`src/hdl/sbus_frame_receiver_top_defines.svh`:
```
// Assertion macros for the SBUS frame receiver.
// No dependencies.
`ifndef SBUS_FRAME_RECEIVER_TOP_DEFINES_SVH
`define SBUS_FRAME_RECEIVER_TOP_DEFINES_SVH
`ifndef SYNTHESIS
`define SBR_ASSERT(label, prop, msg) \
  label: assert property (@(posedge clk) disable iff (rst) prop) else $error(msg);
`define SBR_ASSERT_RST(label, prop, msg) \
  label: assert property (@(posedge clk) prop) else $error(msg);
`else
`define SBR_ASSERT(label, prop, msg)
`define SBR_ASSERT_RST(label, prop, msg)
`endif
`endif

```
`src/hdl/sbr_pkg.sv`:
```
// Shared types, constants and functions of the SBUS frame receiver.
// No dependencies.
package sbr_pkg;
  localparam int NumChannelsDef = 18;
  localparam logic [7:0] HdrByte = 8'h0F;
  localparam logic [7:0] FooterA = 8'h00;
  localparam logic [7:0] FooterB = 8'h04;
  localparam logic [7:0] CrcPoly = 8'h31;
  localparam int FrameLen = 25;
  localparam int CrcLen = 23;
  localparam logic [31:0] GapLimit = 32'd30;
  localparam logic [11:0] ScaleOfs = 12'd875;
  localparam logic [11:0] SwitchVal = 12'd998;

  // Job handed from front to back: one per completed frame.
  typedef struct packed {
    logic        ok;
    logic [31:0] now;
    logic [175:0] bits;
  } job_t;

  typedef enum logic [1:0] {
    BK_IDLE,
    BK_LOST,
    BK_EMIT
  } bk_state_t;

  function automatic logic [7:0] crc_byte(input logic [7:0] crc, input logic [7:0] b);
    logic [7:0] c;
    c = crc ^ b;
    for (int k = 0; k < 8; k++) begin
      c = c[7] ? ((c << 1) ^ CrcPoly) : (c << 1);
    end
    return c;
  endfunction

  // raw*1000/1600 = raw*5/8
  function automatic logic [11:0] scale(input logic [10:0] raw);
    logic [13:0] p;
    p = {raw, 2'b00} + {3'b000, raw};
    return 12'(p[13:3]) + ScaleOfs;
  endfunction
endpackage

```
`src/hdl/sbr_front.sv`:
```
// Front end: header hunt, frame capture, CRC and footer check.
// Depends on sbr_pkg.
module sbr_front (
  input  logic          clk,
  input  logic          rst,
  input  logic          crc_en,
  input  logic          in_valid,
  output logic          in_ready,
  input  logic [7:0]    data_byte,
  input  logic [31:0]   time_ms,
  output logic          job_valid,
  input  logic          job_ready,
  output sbr_pkg::job_t job
);
  import sbr_pkg::*;
  `include "sbus_frame_receiver_top_defines.svh"

  logic [4:0]   pos;
  logic [7:0]   crc;
  logic [175:0] bits;
  logic [7:0]   b23;
  logic         take;
  logic         done;

  assign in_ready = !job_valid || job_ready;
  assign take = in_valid && in_ready;
  assign done = take && (pos == 5'(FrameLen - 1));

  always_ff @(posedge clk) begin
    if (rst) begin
      pos <= '0;
      crc <= '0;
      job_valid <= 1'b0;
    end else begin
      job_valid <= done || (job_valid && !job_ready);
      if (take) begin
        if (pos == 5'd0) begin
          if (data_byte == HdrByte) begin
            pos <= 5'd1;
            crc <= crc_byte(8'h00, data_byte);
          end
        end else begin
          if (pos < 5'(CrcLen)) crc <= crc_byte(crc, data_byte);
          if (pos >= 5'd1 && pos <= 5'd22) bits[(pos - 5'd1) * 8 +: 8] <= data_byte;
          if (pos == 5'(CrcLen)) b23 <= data_byte;
          if (done) begin
            pos <= '0;
            job.ok <= ((data_byte == FooterA) || (data_byte == FooterB)) &&
                      (!crc_en || (crc == b23));
            job.now <= time_ms;
            job.bits <= bits;
          end else begin
            pos <= pos + 5'd1;
          end
        end
      end
    end
  end

  `SBR_ASSERT(a_pos_range, pos < 5'(FrameLen), "byte position out of range")
  `SBR_ASSERT(a_job_hold, job_valid && !job_ready |=> job_valid, "job dropped")
  `SBR_ASSERT(a_done_job, done |=> job_valid, "finished frame not handed on")
endmodule

```
`config.mk`:
```
export PLATFORM = sky130hd
export DESIGN_NAME = sbr_front
export DESIGN_NICKNAME = d
export VERILOG_FILES = /design/src/hdl/sbr_pkg.sv /design/src/hdl/sbr_front.sv
export VERILOG_INCLUDE_DIRS = /design/src /design/src/hdl
export SDC_FILE = /design/constraint.sdc
export NUM_CORES = 1
export LEC_CHECK = 0
export BUFFER_PORTS_ARGS = -buffer_cell sky130_fd_sc_hd__buf_2
export CORE_ASPECT_RATIO = 2
export CORE_MARGIN = 1
export CORE_UTILIZATION = 30
export CTS_CLUSTER_DIAMETER = 100
export CTS_CLUSTER_SIZE = 25
export DETAILED_ROUTE_END_ITERATION = 6
export GPL_TIMING_DRIVEN = 0
export SLEW_MARGIN = 25
export SYNTH_ARGS = -nofsm -noshare
export SYNTH_HDL_FRONTEND = slang
export SYNTH_SLANG_ARGS = --single-unit
```
`constraint.sdc`:
```
create_clock -name clk -period 16.3 [get_ports clk]
set_input_delay 1.63 -clock clk [delete_from_list [all_inputs] [get_ports clk]]
set_output_delay 1.63 -clock clk [all_outputs]
set_load 0.005 [all_outputs]
```
==> results_dict.tcl, run 1 <==
set metrics [dict create \
    synth_top_cell_by_area "edfxtp_1" \
    root_buffer "clkbuf_16" \
    fin_area_um2 18000 \
    seqPwrFrac_pct 66.0 \
    worstMarginPinSlew_ps 997 \
    row_count 115 \
    htreeDepth 1 \
    drtIter0Drc 727 \
    seq_area_um2 12100 \
    io_buffers 255 \
    synth_top_cell_area_share_pct 79.2 \
    seq_area_frac_synth_pct 81.1 \
    place_inst 1837 \
    syn_area_per_cell_um2 16.4 \
    routed_via_density 4.76 \
    drive_gt1_share_pct 28.7 \
    ir_drop_mv 0.0768 \
    tns_ps 0 \
    grt_pass1_wl_um 58200 \
    synth_area_leaders "edfxtp_1 79%, nor2_1 2.9%, nor3_1 2.7%, dfxtp_1 1.9%, xnor2_1 1.5%" \
    grtUsageTotal_pct 15.9 \
    power_frac_comb_pct 1.6 \
    die_width_um 160 \
    cts_tree "done" \
    power_density_nw_per_um2 95.3 \
    numCtsBuffers 20 \
    slew_headroom_pct 33.5 \
    cp_max_fo 11 \
    p_sw_share_pct 19.3 \
    syn_to_final_growth_pct 20.6 \
    finalHoldWorstSlack_ps 418 \
    cp-start-kind "flip-flop" \
    criticalPathCategory "reg2reg" \
    drcViolationCount 0 \
    r2r_slack_ps 10450 \
    synth-seq-cells 407 \
    ys.flop_type "edfxtp_1" \
    ctsHoldBuffers 0 \
    io_pins 256 \
    min_to "job[150]$_DFFE_PP_" \
    fillers 4614 \
    postLayoutCoreUtil_pct 36.6 \
    fmax_mhz 171 \
    rr_startpoint "pos[0]$_SDFFE_PP0P_" \
    p_leak_nw 6.58 \
    ctsResizeCount 0 \
    grt_pass1_vias 8823 \
    place_ws_ps 10410 \
    grt_max_degree 27 \
    rsz0062_at_grt "no" \
    hold_viol_final 0 \
    globalRouteOverflowTotal 0 \
    rr_worst_depth 14 \
    layout.nets 1275 \
    clockBufferDepth 3 \
    synthCells 909 \
    antenna_cells 0 \
    routedWlPerCell_um 22.2 \
    arrival_ps 6100 \
    multi_input_area_um2 2700 \
    clkPwrFrac_pct 32.4 \
    antenna_found_initial 0 \
    core_area_um2 49100 \
    end_kind "flip-flop" \
    synthMostInstantiatedCell "edfxtp_1" \
    finalSetupViolCount 0 \
    reg2reg_to "bits[34]$_DFFE_PP_" \
    synthesis.nets 968 \
    start_util_pct 30.4 \
    path_clk_slew_ps 100 \
    yosysWarnings 0 \
    hold_path.class "reg2reg" \
    final_max_slew_viol_count 0 \
    maxCapViolCount 0 \
    place_hpwl_um 31400 \
    die_y_um 317 \
    async_flop_share_pct 0 \
    synth_enable_flop_cells 393 \
    cts_setup_buffers 0 \
    drt-total-wl_um 41400 \
    min_path_cells 0 \
    detailed_place.area_um2 17400 \
    fp.dieArea_um2 50600 \
    power.internal_mw 1.38 \
    clock_latency_ps 540 \
    dr.pass1.iters 5 \
    gp_congestion 0.856 \
    clkSinkCount 407 \
    fin_total_pwr_mw 1.71 \
    synth.distinct_cells 56 \
    ant_nets 0 \
    required_ps 16550 \
    syn_area_um2 14900 \
    status "complete, no violations" \
    period_share_pct 35.9 \
    num_vias 8878 \
    netlist_top_cells_count "393 x edfxtp_1, 114 x nor2_1, 79 x nor3_1" \
    p_switching_mw 0.331 \
    setup_ws_ps 10450 \
    hold_start "bits[150]$_DFFE_PP_" \
    stdcell_count 1866 \
    period_minus_slack_ps 5850 \
    skew_ps 22.9 \
]
## kinds of logic (layout without fill, tap and decap cells)
group	count (synthesis)	after routing	share of synthesized area, %
compound gates	34	34	1.43
flops	407	407	81.1
xor+xnor	37	37	2.56
buf+inv	67	381	1.78
fa+ha+maj	14	14	1.18
mux	2	2	0.143
simple gates	348	348	11.8
## power by group through the flow
stage / clock network [mW] / registers [mW] / logic [mW]
4_1_cts: 0.567 / 1.13 / 0.0271
5_1_grt: 0.596 / 1.13 / 0.0291
2_1_floorplan: 0 / 1.15 / 0.0143
3_3_place_gp: 0 / 1.15 / 0.0264
6_report: 0.555 / 1.13 / 0.0275
3_5_place_dp: 0 / 1.15 / 0.0269
## worst max-delay path, cell delays in order, from the launching register on
cell and delay [ps]:
dfxtp_1 580, inv_1 260, ha_1 520, nand2_1 110, clkbuf_1 240, or4_1 520
ha_1 300, or4b_1 490, nor4_1 360, o2111ai_1 280, or3b_1 430, clkbuf_1 230
buf_2 290, nor4_2 640, buf_2 320
## registers in the layout (all words and copies together), names as in the netlist
| register | flops |
|---|---|
| b23 | 8 |
| bits | 176 |
| crc | 8 |
| job | 209 |
| job_valid | 1 |
| pos | 5 |
## cell usage in the layout (no fill, tap or decap), types with 3 or more instances in the layout
master     count
a21oi_1        9
and2_1        11
and3_1         4
buf_2        274
buf_4          6
buf_6          9
buf_8          5
clkbuf_1      52
clkbuf_16     21
dfxtp_1       14
edfxtp_1     393
ha_1          14
inv_1         12
nand2_1       40
nand2b_1       4
nand3_1       23
nand4_1        6
nand4b_1       5
nor2_1       114
nor2b_1        3
nor3_1        67
nor3_2        12
nor4_1        20
nor4_2        10
o21ai_0       10
o32ai_1        3
or2_2          4
or3_1          3
or4_1          3
or4b_1         4
xnor2_1       25
xor2_1         7
## worst max path at each step
| stage | startpoint | to | slack [ps] | depth (start not counted) |
|---|---|---|---|---|
| after CTS | pos[0]$_SDFFE_PP0P_ | bits[34]$_DFFE_PP_ | 10400 | 14 |
| after global placement | rst | job[191]$_DFFE_PP_ | 2190 | 3 |
| final | pos[0]$_SDFFE_PP0P_ | bits[34]$_DFFE_PP_ | 10450 | 14 |
| after detailed placement | pos[0]$_SDFFE_PP0P_ | bits[34]$_DFFE_PP_ | 10410 | 14 |
| after global routing | pos[0]$_SDFFE_PP0P_ | bits[34]$_DFFE_PP_ | 10080 | 14 |
| after floorplan | job_ready | job[0]$_DFFE_PP_ | 5760 | 4 |
## area by class of cell
class | count | area share (%)
sequential | 407 | 67.3
clock inverter | 1 | 0.111
tap | 643 | 4.48
clock buffer | 28 | 3.07
buffer | 55 | 1.23
multi-input combinational | 435 | 15.0
timing repair buffer | 285 | 8.60
inverter | 12 | 0.251
## per-layer routing
metal	vias to the layer above	track usage (%)	share of wire, %
met5	-	0	0
met3	113	1.85	5.3
met2	401	30.5	55
met1	4361	16.5	34
met4	0	9.77	5.8
li1	4003	-	-
No activity file was read; power rests on OpenSTA's default activity.
==> run 2: changes to the inputs <==
==> constraint.sdc (replaced) <==
create_clock -name clk -period 5.4 [get_ports clk]
set_input_delay 0.54 -clock clk [delete_from_list [all_inputs] [get_ports clk]]
set_output_delay 0.54 -clock clk [all_outputs]
set_load 0.005 [all_outputs]
==> run 2 against run 1 <==
Compared with the run above:
- worst hold slack got worse by 260 ps
- global-route usage barely moved
- total power rose to 3.0 times the previous value
- via count fell by 1.4%
- critical path depth did not move
- utilization rose by 0.30 points
- sequential cell count did not move
- register-to-register slack got worse by 10000 ps
- combinational power rose to 3.0 times the previous value
- routed wire length fell by 0.49%
- clock power rose to 3.1 times the previous value
==> results_dict.tcl, run 2 (synthesized netlist as in run 1, its figures left out) <==
set metrics [dict create \
    status "complete, no violations" \
    largest_reg_flops 209 \
    setup_ws_ps 104 \
    drtIter0Drc 589 \
    crit_slowest_cell "nor3_2" \
    place_hpwl_um 31300 \
    mostFrequentLayoutCells "393 x edfxtp_1, 269 x buf_2, 114 x nor2_1" \
    stdcell_count 1874 \
    dr.pass1.iters 5 \
    criticalPathCategory "reg2reg" \
    detailed_place.area_um2 17500 \
    grtUsageTotal_pct 15.9 \
    final_common_cell "edfxtp_1" \
    antenna_found_initial 0 \
    hold_path.class "in2reg" \
    cp-start-kind "flip-flop" \
    worstPathCellList "inv_4 > ha_4 > nand2_1 > clkbuf_1 > or4_1 > ha_1 > or4b_1 > nor4_1 > o2111ai_1 > or3b_1 > clkbuf_1 > buf_2 > nor3_2 > buf_4" \
    drive_gt1_share_pct 29.3 \
    root_buffer "clkbuf_16" \
    die_width_um 160 \
    fin_total_pwr_mw 5.19 \
    fillers 4610 \
    path_clk_slew_ps 110 \
    die_y_um 317 \
    clkPwrFrac_pct 32.8 \
    worstMarginPinSlew_ps 976 \
    place_inst 1838 \
    period_minus_slack_ps 5300 \
    period_share_pct 98.1 \
    htreeDepth 1 \
    ir_drop_mv 0.203 \
    reg_top3 "job x209, bits x176" \
    layout.nets 1276 \
    clkSinkCount 407 \
    fin_area_um2 18100 \
    postLayoutCoreUtil_pct 36.9 \
    clockBufferDepth 3 \
    antenna_cells 0 \
    p_leak_nw 6.65 \
    cts_tree "done" \
    crit_path_frequent_cell "clkbuf_1" \
    seqPwrFrac_pct 65.6 \
    path_buf_inv 5 \
    globalRouteOverflowTotal 0 \
    rsz0062_at_grt "yes" \
    power_frac_comb_pct 1.6 \
    io_buffers 255 \
    cp_max_fo 11 \
    max_stage_delay_ps 550 \
    row_count 115 \
    start_util_pct 30.4 \
    place_ws_ps 231 \
    finalSetupViolCount 0 \
    maxCapViolCount 0 \
    num_vias 8756 \
    required_ps 5650 \
    ant_nets 0 \
    fp.dieArea_um2 50600 \
    tns_ps 0 \
    end_kind "flip-flop" \
    power.internal_mw 4.18 \
    top_register "job" \
    syn_to_final_growth_pct 21.6 \
    numCtsBuffers 20 \
    finalHoldWorstSlack_ps 156 \
    drcViolationCount 0 \
    fmax_mhz 189 \
    arrival_ps 5550 \
    power_density_nw_per_um2 287 \
    core_area_um2 49100 \
    hold_viol_final 0 \
    gp_congestion 0.865 \
    grt_pass1_wl_um 58500 \
    io_pins 256 \
    multi_input_area_um2 2710 \
    drt-total-wl_um 41200 \
    grt_max_degree 27 \
    slew_headroom_pct 34.9 \
    final_max_slew_viol_count 0 \
    routed_via_density 4.67 \
    clock_latency_ps 540 \
    routedWlPerCell_um 22.0 \
    p_switching_mw 1.01 \
    skew_ps 26.7 \
    cts_setup_buffers 0 \
    p_sw_share_pct 19.4 \
    grt_pass1_vias 8799 \
    seq_area_um2 12100 \
    cp_top_family "simple AND/OR/NAND/NOR gates" \
]
-- run 2: routing by layer --
layer  wire length (um)  vias up  GRT usage, %
li1                   -     4000             -
met1              14200     4309          16.6
met2              23000      359          31.2
met3               1930       88          1.68
met4               2060        0          8.24
met5                  0        -             0
-- run 2: layout make-up --
| type | count | area share, % |
|---|---|---|
| Buffer | 55 | 1.37 |
| Clock buffer | 35 | 3.19 |
| Clock inverter | 1 | 0.111 |
| Inverter | 12 | 0.276 |
| Multi-Input combinational cell | 435 | 15.0 |
| Sequential cell | 407 | 66.8 |
| Tap cell | 643 | 4.44 |
| Timing Repair Buffer | 286 | 8.87 |
-- run 2: what timing repair did --
| action | in CTS | in global routing |
|---|---|---|
| gates resized for setup | 0 | 1 |
| hold buffers | 0 | 0 |
| endpoints found under the setup margin | 0 | 19 |
| hold endpoints to repair | 0 | 0 |
-- run 2: power groups by stage --
stage               Sequential [mW]  Clock, mW  Combinational [mW]
floorplan                      3.48          0              0.0435
global placement               3.48          0              0.0799
detailed placement             3.48          0              0.0820
CTS                            3.41       1.74              0.0822
global route                   3.41       1.84              0.0877
finish                         3.41       1.70              0.0824
-- run 2: worst paths after layout --
| check | start | cells after the start | to | slack (ps) |
|---|---|---|---|---|
| min | time_ms[18] | 1 | job[194]$_DFFE_PP_ | 160 |
| max | pos[0]$_SDFFE_PP0P_ | 14 | bits[148]$_DFFE_PP_ | 100 |
| min reg2reg | bits[9]$_DFFE_PP_ | 0 | job[9]$_DFFE_PP_ | 420 |
| max reg2reg | pos[0]$_SDFFE_PP0P_ | 14 | bits[148]$_DFFE_PP_ | 100 |
-- run 2: worst register-to-register path: stages, from the launching register on --
cell and delay [ps]:
dfxtp_4 450, inv_4 90, ha_4 330, nand2_1 100, clkbuf_1 230, or4_1 520
ha_1 290, or4b_1 500, nor4_1 380, o2111ai_1 270, or3b_1 460, clkbuf_1 240
buf_2 300, nor3_2 550, buf_4 270
==> run 3: changes to the inputs <==
--- a/config.mk
+++ b/config.mk
@@ -6,13 +6,13 @@
 export SDC_FILE = /design/constraint.sdc
 export NUM_CORES = 1
 export LEC_CHECK = 0
-export BUFFER_PORTS_ARGS = -buffer_cell sky130_fd_sc_hd__buf_2
 export CORE_ASPECT_RATIO = 2
 export CORE_MARGIN = 1
 export CORE_UTILIZATION = 30
 export CTS_CLUSTER_DIAMETER = 100
 export CTS_CLUSTER_SIZE = 25
 export DETAILED_ROUTE_END_ITERATION = 6
+export DONT_BUFFER_PORTS = 1
 export GPL_TIMING_DRIVEN = 0
 export SLEW_MARGIN = 25
 export SYNTH_ARGS = -nofsm -noshare
==> run 3 against run 2 <==
Compared with the run above:
- die area unchanged
- cell area down 7.1%
- via count down 8.1%
- largest cell class unchanged
==> results_dict.tcl, run 3 (synthesized netlist as in run 1, its figures left out) <==
set metrics [dict create \
    clkSinkCount 407 \
    drive_gt1_share_pct 11.2 \
    reg2reg_to "bits[146]$_DFFE_PP_" \
    required_ps 5660 \
    criticalPathCategory "reg2reg" \
    period_share_pct 97.0 \
    gp_congestion 0.853 \
    layout.nets 1025 \
    die_y_um 317 \
    start_util_pct 30.4 \
    rr_worst_depth 14 \
    skew_ps 23.4 \
    finalHoldWorstSlack_ps 70.9 \
    grt_pass1_vias 7949 \
    antenna_found_initial 1 \
    antenna_cells 0 \
    ir_drop_mv 0.217 \
    fmax_mhz 191 \
    die_width_um 160 \
    row_count 115 \
    status "complete, no violations" \
    place_hpwl_um 31700 \
    ctsHoldBuffers 0 \
    grtUsageTotal_pct 16.1 \
    seqPwrFrac_pct 65.5 \
    power.internal_mw 4.17 \
    ant_nets 0 \
    place_ws_ps 271 \
    grt_max_degree 27 \
    routedWlPerCell_um 25.8 \
    maxCapViolCount 0 \
    final_max_slew_viol_count 0 \
    clock_latency_ps 560 \
    top_register "job" \
    crit_end "bits[146]$_DFFE_PP_" \
    ctsResizeCount 0 \
    grt_pass1_wl_um 58000 \
    clockBufferDepth 3 \
    period_minus_slack_ps 5240 \
    clkPwrFrac_pct 33.3 \
    power_frac_comb_pct 1.3 \
    hold_viol_final 0 \
    cts_setup_buffers 0 \
    end_kind "flip-flop" \
    core_area_um2 49100 \
    root_buffer "clkbuf_16" \
    fp.dieArea_um2 50600 \
    final_common_cell "edfxtp_1" \
    wl_met2_um 22900 \
    cp-start-kind "flip-flop" \
    setup.worst_path.start "pos[0]$_SDFFE_PP0P_" \
    drcViolationCount 0 \
    mostFrequentLayoutCells "393 x edfxtp_1, 114 x nor2_1, 67 x nor3_1" \
    numCtsBuffers 20 \
    drtIter0Drc 796 \
    worstMarginPinSlew_ps 1020 \
    top_layer_used "met4" \
    rsz0062_at_grt "no" \
    syn_to_final_growth_pct 12.9 \
    cp_max_fo 11 \
    cts_tree "done" \
    hold_start "time_ms[23]" \
    largest_reg_flops 209 \
    p_leak_nw 5.51 \
    globalRouteOverflowTotal 0 \
    setup_ws_ps 161 \
    power_density_nw_per_um2 309 \
    hold_path.class "in2reg" \
    drt-total-wl_um 41900 \
    p_sw_share_pct 19.8 \
    wl_met1_um 13700 \
    arrival_ps 5500 \
    htreeDepth 1 \
    routed_via_density 4.96 \
    rr_startpoint "pos[0]$_SDFFE_PP0P_" \
    io_pins 256 \
    num_vias 8050 \
    r2r_slack_ps 160 \
    p_switching_mw 1.03 \
    io_buffers 0 \
    dr.pass1.iters 5 \
    path_clk_slew_ps 110 \
    slew_headroom_pct 31.8 \
    wl_met3_um 2590 \
    finalSetupViolCount 0 \
    reg_top3 "job x209, bits x176" \
    tns_ps 0 \
]
-- run 3: power by group through the flow --
| stage | sequential, mW | clock (mW) | combinational (mW) |
|---|---|---|---|
| 5_1_grt | 3.41 | 1.87 | 0.0694 |
| 3_5_place_dp | 3.48 | 0 | 0.0641 |
| 6_report | 3.41 | 1.73 | 0.0661 |
| 3_3_place_gp | 3.48 | 0 | 0.0628 |
| 2_1_floorplan | 3.48 | 0 | 0.0435 |
| 4_1_cts | 3.41 | 1.78 | 0.0647 |
-- run 3: final cells by class --
type | count | area [um^2]
Tap cell | 643 | 805
Fill cell | 4647 | 32200
Buffer | 55 | 248
Clock buffer | 35 | 578
Multi-Input combinational cell | 435 | 2710
Inverter | 12 | 50.0
Clock inverter | 1 | 20.0
Sequential cell | 407 | 12100
Timing Repair Buffer | 35 | 319
-- run 3: through the flow --
step	utilization (%)	area, um^2	power [mW]	cells
2_1_floorplan	-	15000	3.52	909
3_3_place_gp	32.1	15800	3.54	1552
3_5_place_dp	33.1	16200	3.54	1587
4_1_cts	34.3	16800	5.25	1623
5_1_grt	34.3	16800	5.34	1623
6_report	34.3	16800	5.20	1623
-- run 3: layer usage --
| metal | GRT usage [%] | vias up |
|---|---|---|
| li1 | - | 3503 |
| met1 | 15.6 | 4060 |
| met2 | 31.0 | 383 |
| met3 | 3.31 | 104 |
| met4 | 9.94 | 0 |
| met5 | 0 | - |
-- run 3: how the worst min path moves through the flow --
stage	endpoint	slack, ps	cells past startpoint
floorplan	job[0]$_DFFE_PP_	400	0
global placement	job[23]$_DFFE_PP_	400	0
detailed placement	job[100]$_DFFE_PP_	400	0
CTS	job[199]$_DFFE_PP_	40	0
global route	job[190]$_DFFE_PP_	40	0
finish	job[199]$_DFFE_PP_	70	0
-- run 3: worst max-delay path, cell delays in order, from the launching register on --
cell	delay [ps]
dfxtp_4	450
inv_4	90
ha_4	330
nand2_1	80
clkbuf_1	230
or4_1	540
ha_1	300
or4b_1	500
nor4_1	390
o2111ai_1	280
or3b_1	430
clkbuf_1	220
buf_2	280
nor3_2	530
buf_4	270
